<file path="src/sv/lsmt_pkg.sv">
// Package with the shared types and constants of the line segment map table.
package lsmt_pkg;

   localparam int SEGMENTS = 256;
   localparam int IDX_W    = $clog2(SEGMENTS);
   localparam int CNT_W    = $clog2(SEGMENTS + 1);
   localparam int FILE_W   = 8;
   localparam int LINE_W   = 31;
   localparam int MAP_W    = 32;
   localparam int ENTRY_W  = 8;

   typedef enum logic [1:0] {
      OP_APPEND = 2'd0,
      OP_FIND   = 2'd1,
      OP_READ   = 2'd2,
      OP_CLEAR  = 2'd3
   } op_type;

   typedef enum logic [1:0] {
      ST_OK   = 2'd0,
      ST_MISS = 2'd1,
      ST_FULL = 2'd2
   } status_type;

   typedef enum logic [1:0] {
      S_IDLE,
      S_SCAN,
      S_READ,
      S_RESP
   } state_type;

   typedef struct packed {
      logic accept;
      logic scan;
      logic read_fin;
   } cmd_type;

   typedef struct packed {
      logic go_scan;
      logic go_read;
      logic scan_end;
   } stat_type;

   typedef struct packed {
      logic [FILE_W-1:0] file;
      logic [LINE_W-1:0] start;
      logic [MAP_W-1:0]  pre;
      logic [LINE_W-1:0] orig;
   } seg_type;

endpackage

</file>
<file path="src/sv/lsmt_ctrl.sv">
// Controller state machine that sequences accept, table scan, read and response.
module lsmt_ctrl (
   input  logic               clock,
   input  logic               reset,
   input  logic               req_tvalid,
   output logic               req_tready,
   output logic               rsp_tvalid,
   input  logic               rsp_tready,
   output lsmt_pkg::cmd_type  cmd,
   input  lsmt_pkg::stat_type stat
);
   import lsmt_pkg::*;

   state_type state_ff;
   state_type state_in;

   always_ff @(posedge clock) begin
      if (reset) begin
         state_ff <= S_IDLE;
      end else begin
         state_ff <= state_in;
      end
   end

   always_comb begin
      state_in = state_ff;
      case (state_ff)
         S_IDLE: begin
            if (req_tvalid) begin
               if (stat.go_scan) begin
                  state_in = S_SCAN;
               end else if (stat.go_read) begin
                  state_in = S_READ;
               end else begin
                  state_in = S_RESP;
               end
            end
         end
         S_SCAN: begin
            if (stat.scan_end) begin
               state_in = S_RESP;
            end
         end
         S_READ: begin
            state_in = S_RESP;
         end
         S_RESP: begin
            if (rsp_tready) begin
               state_in = S_IDLE;
            end
         end
         default: begin
            state_in = S_IDLE;
         end
      endcase
   end

   always_comb begin
      req_tready   = 1'b0;
      rsp_tvalid   = 1'b0;
      cmd.accept   = 1'b0;
      cmd.scan     = 1'b0;
      cmd.read_fin = 1'b0;
      case (state_ff)
         S_IDLE: begin
            req_tready = 1'b1;
            cmd.accept = req_tvalid;
         end
         S_SCAN: begin
            cmd.scan = 1'b1;
         end
         S_READ: begin
            cmd.read_fin = 1'b1;
         end
         S_RESP: begin
            rsp_tvalid = 1'b1;
         end
         default: begin
            req_tready = 1'b0;
         end
      endcase
   end

endmodule

</file>
<file path="config.mk">
export PLATFORM = sky130hd
export DESIGN_NAME = lsmt_ctrl
export DESIGN_NICKNAME = d
export VERILOG_FILES = /design/src/sv/lsmt_pkg.sv /design/src/sv/lsmt_ctrl.sv
export SDC_FILE = /design/constraint.sdc
export NUM_CORES = 1
export LEC_CHECK = 0
export ABC_AREA = 1
export BUFFER_PORTS_ARGS = -buffer_cell sky130_fd_sc_hd__buf_2
export CORE_AREA = 2 2 39 41
export CTS_CLUSTER_DIAMETER = 200
export DETAILED_ROUTE_END_ITERATION = 10
export DIE_AREA = 0 0 41 43
export PLACE_DENSITY_LB_ADDON = 0.12
export SLEW_MARGIN = 20
export SYNTH_ARGS = -nofsm -noshare
export SYNTH_HDL_FRONTEND = slang
export SYNTH_SLANG_ARGS = --single-unit
</file>
<file path="constraint.sdc">
create_clock -name clock -period 1.24 [get_ports clock]
set_input_delay 0.124 -clock clock [delete_from_list [all_inputs] [get_ports clock]]
set_output_delay 0.124 -clock clock [all_outputs]
set_load 0.01 [all_outputs]
</file>
==> results.md, run 1 <==
- Die height: 43 um
- Final hold slack: 135 ps
- Nets: 60
- Largest regs: state_ff: 2 flops
- Clock group share of total power: 0.186
- Cell-internal power: 429 uW
- Largest net degree at the start of global routing: 6
- Post-CTS setup repair buffer count: 0
- Mean Syn Cell Area: 6.14 um2
- Post-Syn Nets: 43
- XOR/XNOR Fraction of Synth Area: 0
- Top reg by flops: state_ff
- DR iter-0 viols: 1
- VDD IR max: approximately 0.43 mV
- H-tree levels: 1
- Largest area contributor in the netlist: ha_1
- Net Switching: roughly 340 uW
- Post-synthesis mux area share: 0
- Post-synthesis compound-gate area fraction: 0.0510
- GRT Total Usage: 0.0630
- Ant diodes: 0
- Worst EP arrival: 1040 ps
- I/O pin count: 12
- Chip Width: a little over 40 um
- Number of global-route vias before repair: 190
- Setup slack, reg-to-reg: 180 ps
- First-pass GRT wire length: 690 um
- CTS Buf Count: 3
- First drt pass iteration count: 2
- RR Startpoint: state_ff[1]$_SDFFE_PP0P_
- Final HPWL DP: 346 um
- Via/cell ratio: roughly 3.3
- Row count: 14
- FF-to-FF End: state_ff[1]$_SDFFE_PP0P_
- Core ar.: 0.00138 mm2
- Final worst path period share: 0.938
- Core Util, Final: 0.230
- Clk sinks: 2
- Post-Layout Cell Count: 63
- Switching Fraction: 0.440
- Post-Place Cells: 60
- Routed wire length: 422 um
- WL/cell: 6.70 um
- Final count of pins violating max slew: 0
- Crit path launch: state_ff[0]$_SDFFE_PP0P_
- Buffers on Ports: 11
- Startpoint types: flip-flop
- Flops & latches, synth: 2
- R2r worst-path depth: 7
- WS Path Type: flip-flop to output pin
- Largest family of logic cells by synthesized area: simple AND/OR/NAND/NOR gates
- Gpl congestion: ~0.63
- Slew at the pin closest to its max-slew limit: 134 ps
- Clock Tree Root: clkbuf_4
- Comb pwr share: 0.640
- Leakage: roughly 0.2 nW
- Share of cells above drive strength 1: 0.447
- Worst-path clk slew: 30 ps
- Antenna violations before repair: 0
- GR Overflow Total: 0
- Synth-to-layout area growth: 61.8%
- Min Tclk post-route: 1160 ps
- Max reg flops: 2
- CP Max Fanout: 3
- Fmax: 860 MHz
- Top cells by area, synth: ha_1, dfxtp_1, nand2_1, inv_1, nor2_1
- Initial core utilization: 0.142
- Clock Skew: around 4.4 ps
- Critical Path End Type: output pin
- Status: completed
- Max Cap Viol: 0
- Mapped Area: 196 um2
- Simple-gate portion of the synthesized area: 0.318
- Syn. warnings: 0
- Post-route ant nets: 0
- Seq pwr share: 0.174
- Worst skew pair latency: about 220 ps
- Clock Tree Buf Depth: 2
- TNS Setup: 0 ps
- Pwr dens: 2410 mW/mm2
- Register area share after synthesis: 0.204
- Final setup fails: 0
- RSZ-0062 raised after global routing: no
- Die Footprint: about 0.0018 mm2
- Top cell type's share of synthesized area: 0.255
- Total power: 766 uW
- CTS tree: done
- Crit path to: cmd[0]
- Worst endpoint required time: 1120 ps
- Hold Crit Class: input pin to flip-flop
- Routed vias: 210
- Synth Area in Adders: 0.255
- Final hold viol count: 0
- Post-route DRC: 0
- Cells after Synth: 32
- Max-slew headroom: 0.909
- Synth cell types: 8
-- cells in the final DEF, fill, tap and decap left out, drive strengths merged --
master,synthesis,layout
dfxtp,2,2
nand3,1,1
buf,0,12
nand2,10,10
nor2,4,4
o21ai,2,2
clkbuf,0,3
ha,4,4
inv,9,9
-- layout make-up --
type,count,area (um2)
fill,168,1070
multi-input combinational,21,138
timing repair buffer,12,62.6
sequential,2,41.3
inverter,9,33.8
clock buffer,3,22.5
tap,16,20.0
-- power groups by stage --
stage	clock network, mW	registers, mW	logic [mW]
after floorplan	0	0.120	0.317
after global placement	0	0.127	0.470
after detailed placement	0	0.125	0.455
after CTS	0.155	0.124	0.466
after global routing	0.165	0.140	0.577
final	0.142	0.134	0.490
-- layer usage --
| metal | vias up | share of wire | global-route usage |
|---|---|---|---|
| li1 | 121 | - | - |
| met1 | 81 | 0.41 | 0.0698 |
| met2 | 8 | 0.48 | 0.0813 |
| met3 | 0 | 0.11 | 0.0314 |
| met4 | 0 | 0 | 0.0600 |
| met5 | - | 0 | 0 |
-- Yosys cell counts --
master / number
nand2_1: 10
ha_1: 4
dfxtp_1: 2
o21ai_1: 1
o21ai_0: 1
nor2_1: 4
nand3_2: 1
inv_1: 9
-- stage by stage --
stage / setup WS (ps) / area (um2)
finish: 77.2 / 318
global route: 7.19 / 318
CTS: 1.61 / 304
detailed placement: 94.1 / 279
global placement: 85.4 / 279
floorplan: 130 / 196
-- how the worst min path moves through the flow --
stage	from	endpoint	slack, ps	cells after the start
2_1_floorplan	reset	state_ff[1]$_SDFFE_PP0P_	280	3
3_3_place_gp	reset	state_ff[1]$_SDFFE_PP0P_	380	4
3_5_place_dp	reset	state_ff[0]$_SDFFE_PP0P_	380	4
4_1_cts	reset	state_ff[0]$_SDFFE_PP0P_	130	4
5_1_grt	reset	state_ff[0]$_SDFFE_PP0P_	150	4
6_report	reset	state_ff[0]$_SDFFE_PP0P_	140	4
-- critical path, cell delays in order (launching register included) --
cell,delay [ps]
dfxtp_2,340
inv_2,60
buf_4,130
ha_2,160
buf_2,130
-- repair_timing --
action	CTS	global route
hold endpoints to repair	0	0
gates resized for setup	1	5
endpoints found under the setup margin	1	3
hold buffers	0	0
-- cells by family (layout without fill, tap and decap cells) --
group | after synthesis | in the layout
buf+inv | 9 | 24
simple gates | 15 | 15
fa+ha+maj | 4 | 4
flops | 2 | 2
compound gates | 2 | 2
No activity file was read; power rests on OpenSTA's default activity.
==> run 2: changes to the inputs <==
--- a/config.mk
+++ b/config.mk
@@ -5,10 +5,10 @@
 export SDC_FILE = /design/constraint.sdc
 export NUM_CORES = 1
 export LEC_CHECK = 0
-export ABC_AREA = 1
 export BUFFER_PORTS_ARGS = -buffer_cell sky130_fd_sc_hd__buf_2
 export CORE_AREA = 2 2 39 41
 export CTS_CLUSTER_DIAMETER = 200
+export CTS_CLUSTER_SIZE = 24
 export DETAILED_ROUTE_END_ITERATION = 10
 export DIE_AREA = 0 0 41 43
 export PLACE_DENSITY_LB_ADDON = 0.12
==> results.md, run 2 <==
- Status: complete, but fails checks
- Failing checks: setup timing
- Final Cell Area: 355 um2 (+12%)
- Hold depth: 3 (-1)
- Synth cell count leaders: inv_1, ha_1, dfxtp_1, mux2i_1, nand2b_1
- Nets: 53 (-12%)
- Post-route ant nets: 0 (unchanged)
- Final hold viol count: 0 (unchanged)
- DR iter-0 viols: 2 (+1)
- Post-Syn Nets: 32 (-26%)
- Final hold slack: 216 ps (+81.0 ps)
- Syn. warnings: 0 (unchanged)
- Max layer used: met3
- Worst-path clk slew: 30 ps (about the same)
- Clock Tree Root: clkbuf_4
- Synth-to-layout area growth: 90.6%
- CTS Buf Count: 3 (unchanged)
- Worst hold endpoint: state_ff[1]$_SDFFE_PP0P_
- Clk sinks: 2 (unchanged)
- First drt pass iteration count: 4 (+2)
- Via/cell ratio: 3.84 (+15%)
- Chip Width: 41 um (unchanged)
- RSZ-0062 raised after global routing: yes
- Top-count cell post-synth: inv_1
- Leakage: 0.189 nW (-6.1%)
- Routed wire length: 495 um (+17%)
- Flops & latches, synth: 2 (unchanged)
- Cells after Synth: 21 (-34%)
- Min Tclk post-route: 1310 ps (+149 ps)
- Pwr dens: 2020 mW/mm2 (-16%)
- GRT Total Usage: 0.0691 (+0.00607)
- Antenna violations before repair: 0 (unchanged)
- Largest net degree at the start of global routing: 6 (unchanged)
- Post-route DRC: 0 (unchanged)
- Buffers on Ports: 11 (unchanged)
- Final count of pins violating max slew: 0 (unchanged)
- CTS tree: done
- H-tree levels: 1 (unchanged)
- Top cells by area, synth: ha_1, dfxtp_1, mux2i_1, inv_1, nand2b_1
- Critical Path End Type: flip-flop
- Clock Tree Buf Depth: 2 (unchanged)
- Worst EP arrival: 1450 ps (+410 ps)
- WS Path Type: flip-flop to flip-flop
- Routed vias: 215 (+2.4%)
- Top reg by flops: state_ff
- Final worst path period share: 1.06 (+0.120)
- Max Cap Viol: 0 (unchanged)
- I/O pin count: 12 (unchanged)
- Startpoint types: flip-flop
- WL/cell: 8.84 um (+32%)
- CP Max Fanout: 4 (+1)
- Share of cells above drive strength 1: 0.675 (+0.228)
- Mapped Area: 186 um2 (-5.1%)
- Mean Syn Cell Area: 8.88 um2 (+45%)
- R2r worst-path depth: 5 (-2)
- Final HPWL DP: 428 um (+24%)
- Max reg flops: 2 (unchanged)
- Final setup fails: 3 (+3)
- Worst endpoint required time: 1370 ps (+250 ps)
- DR WL met2: 228 um (+13%)
- Number of global-route vias before repair: 228 (+20%)
- RR Startpoint: state_ff[0]$_SDFFE_PP0P_
- Commonest non-fill, non-tap cells in the layout: buf_2, buf_4, inv_1, clkbuf_4
- Die height: 43 um (unchanged)
- Initial core utilization: 0.135 (-0.00723)
- Post-synth EDFFs: 0 (unchanged)
- VDD IR max: 0.567 mV (+33%)
- Slew at the pin closest to its max-slew limit: 289 ps (+155 ps)
- Core ar.: 0.00138 mm2 (unchanged)
- Ant diodes: 0 (unchanged)
- Met3 routed WL: 55 um (+17%)
- Register area share after synthesis: 0.215 (+0.0109)
- FF-to-FF End: state_ff[0]$_SDFFE_PP0P_
- Max-slew headroom: 0.807 (-0.102)
- Commonest non-fill, non-tap cell in the layout: buf_2
- Post-DP Area: 309 um2 (+11%)
- Worst Slack Setup Final: -71.5 ps (-149 ps)
- Most common flop cell mapped by yosys: dfxtp_1
- Die Footprint: 0.00176 mm2 (unchanged)
- Largest regs: state_ff: 2 flops
- First-pass GRT wire length: 779 um (+13%)
- Clock Skew: 2.29 ps (-2.08 ps)
- Setup slack, reg-to-reg: -70 ps (-250 ps)
- Hold Crit Start: stat[2]
- Gpl congestion: 0.646 (+2.0%)
- Row count: 14 (unchanged)
- GR Overflow Total: 0 (unchanged)
- Core Util, Final: 0.257 (+0.0271)
- Top cell type's share of synthesized area: 0.268 (+0.0137)
- Largest area contributor in the netlist: ha_1
- Hold buffer count at cts: 0 (unchanged)
- Hold Crit Class: input pin to flip-flop
- Fmax: 762 MHz (-11%)
- Metal-1 WL: 211 um (+23%)
- Asr flop ratio synth: 0 (unchanged)
- Worst skew pair latency: 220 ps (about the same)
- Synth cell types: 11 (+3)
[run 2: metrics by stage]
| stage | setup TNS (ps) | total power [mW] | instances | setup slack [ps] |
|---|---|---|---|---|
| after floorplan | -155 | 0.367 | 21 | -77.3 |
| after global placement | -124 | 0.531 | 52 | -79.2 |
| after detailed placement | -197 | 0.530 | 52 | -99.9 |
| after CTS | -235 | 0.725 | 56 | -88.7 |
| after global routing | -407 | 0.796 | 56 | -182 |
| final | -144 | 0.719 | 56 | -71.5 |
[run 2: cell type report]
type | instances | area, um2
well taps | 16 | 20.0
repair buffers | 16 | 103
inverters | 6 | 26.3
clock buffers | 3 | 22.5
fillers | 158 | 1030
flip-flops and latches | 2 | 45.0
multi-input cells | 13 | 139
[run 2: power breakdown]
group	total [mW]	switching, mW	internal (mW)
Clock	0.137	0.0306	0.106
Sequential	0.132	0.0323	0.100
Combinational	0.450	0.189	0.261
Total	0.719	0.252	0.467
[run 2: logic make-up after synthesis]
| family | count (synthesis) | synth area share |
|---|---|---|
| adders and majority gates | 4 | 0.268 |
| buffers and inverters | 6 | 0.128 |
| muxes | 2 | 0.107 |
| AOI/OAI and AO/OA | 3 | 0.154 |
| DFF | 2 | 0.215 |
| and+or+nand+nor | 4 | 0.128 |
[run 2: timing repair]
| action | in CTS | in global routing |
|---|---|---|
| setup buffers | 1 | 0 |
| pin swaps | 1 | 2 |
| endpoints found under the setup margin | 3 | 4 |
| cloned | 0 | 0 |
| gates resized for setup | 3 | 2 |
[run 2: metal layers]
| layer | GRT usage | vias to the layer above |
|---|---|---|
| li1 | - | 108 |
| met1 | 0.0637 | 95 |
| met2 | 0.116 | 12 |
| met3 | 0.0157 | 0 |
| met4 | 0.0600 | 0 |
| met5 | 0 | - |
[run 2: worst max-delay path by stage]
stage	start	slack [ps]	end	depth (start not counted)
floorplan	state_ff[0]$_SDFFE_PP0P_	-80	state_ff[0]$_SDFFE_PP0P_	4
global placement	state_ff[1]$_SDFFE_PP0P_	-80	state_ff[1]$_SDFFE_PP0P_	5
detailed placement	state_ff[0]$_SDFFE_PP0P_	-100	state_ff[0]$_SDFFE_PP0P_	5
CTS	state_ff[1]$_SDFFE_PP0P_	-90	state_ff[0]$_SDFFE_PP0P_	5
global route	state_ff[0]$_SDFFE_PP0P_	-180	state_ff[0]$_SDFFE_PP0P_	5
finish	state_ff[0]$_SDFFE_PP0P_	-70	state_ff[0]$_SDFFE_PP0P_	5
[run 2: worst max-delay path, cell delays in order (launching register included)]
cell and delay (ps):
dfxtp_4 360, inv_4 40, ha_4 150, a222oi_1 320
buf_4 180, mux2i_1 170
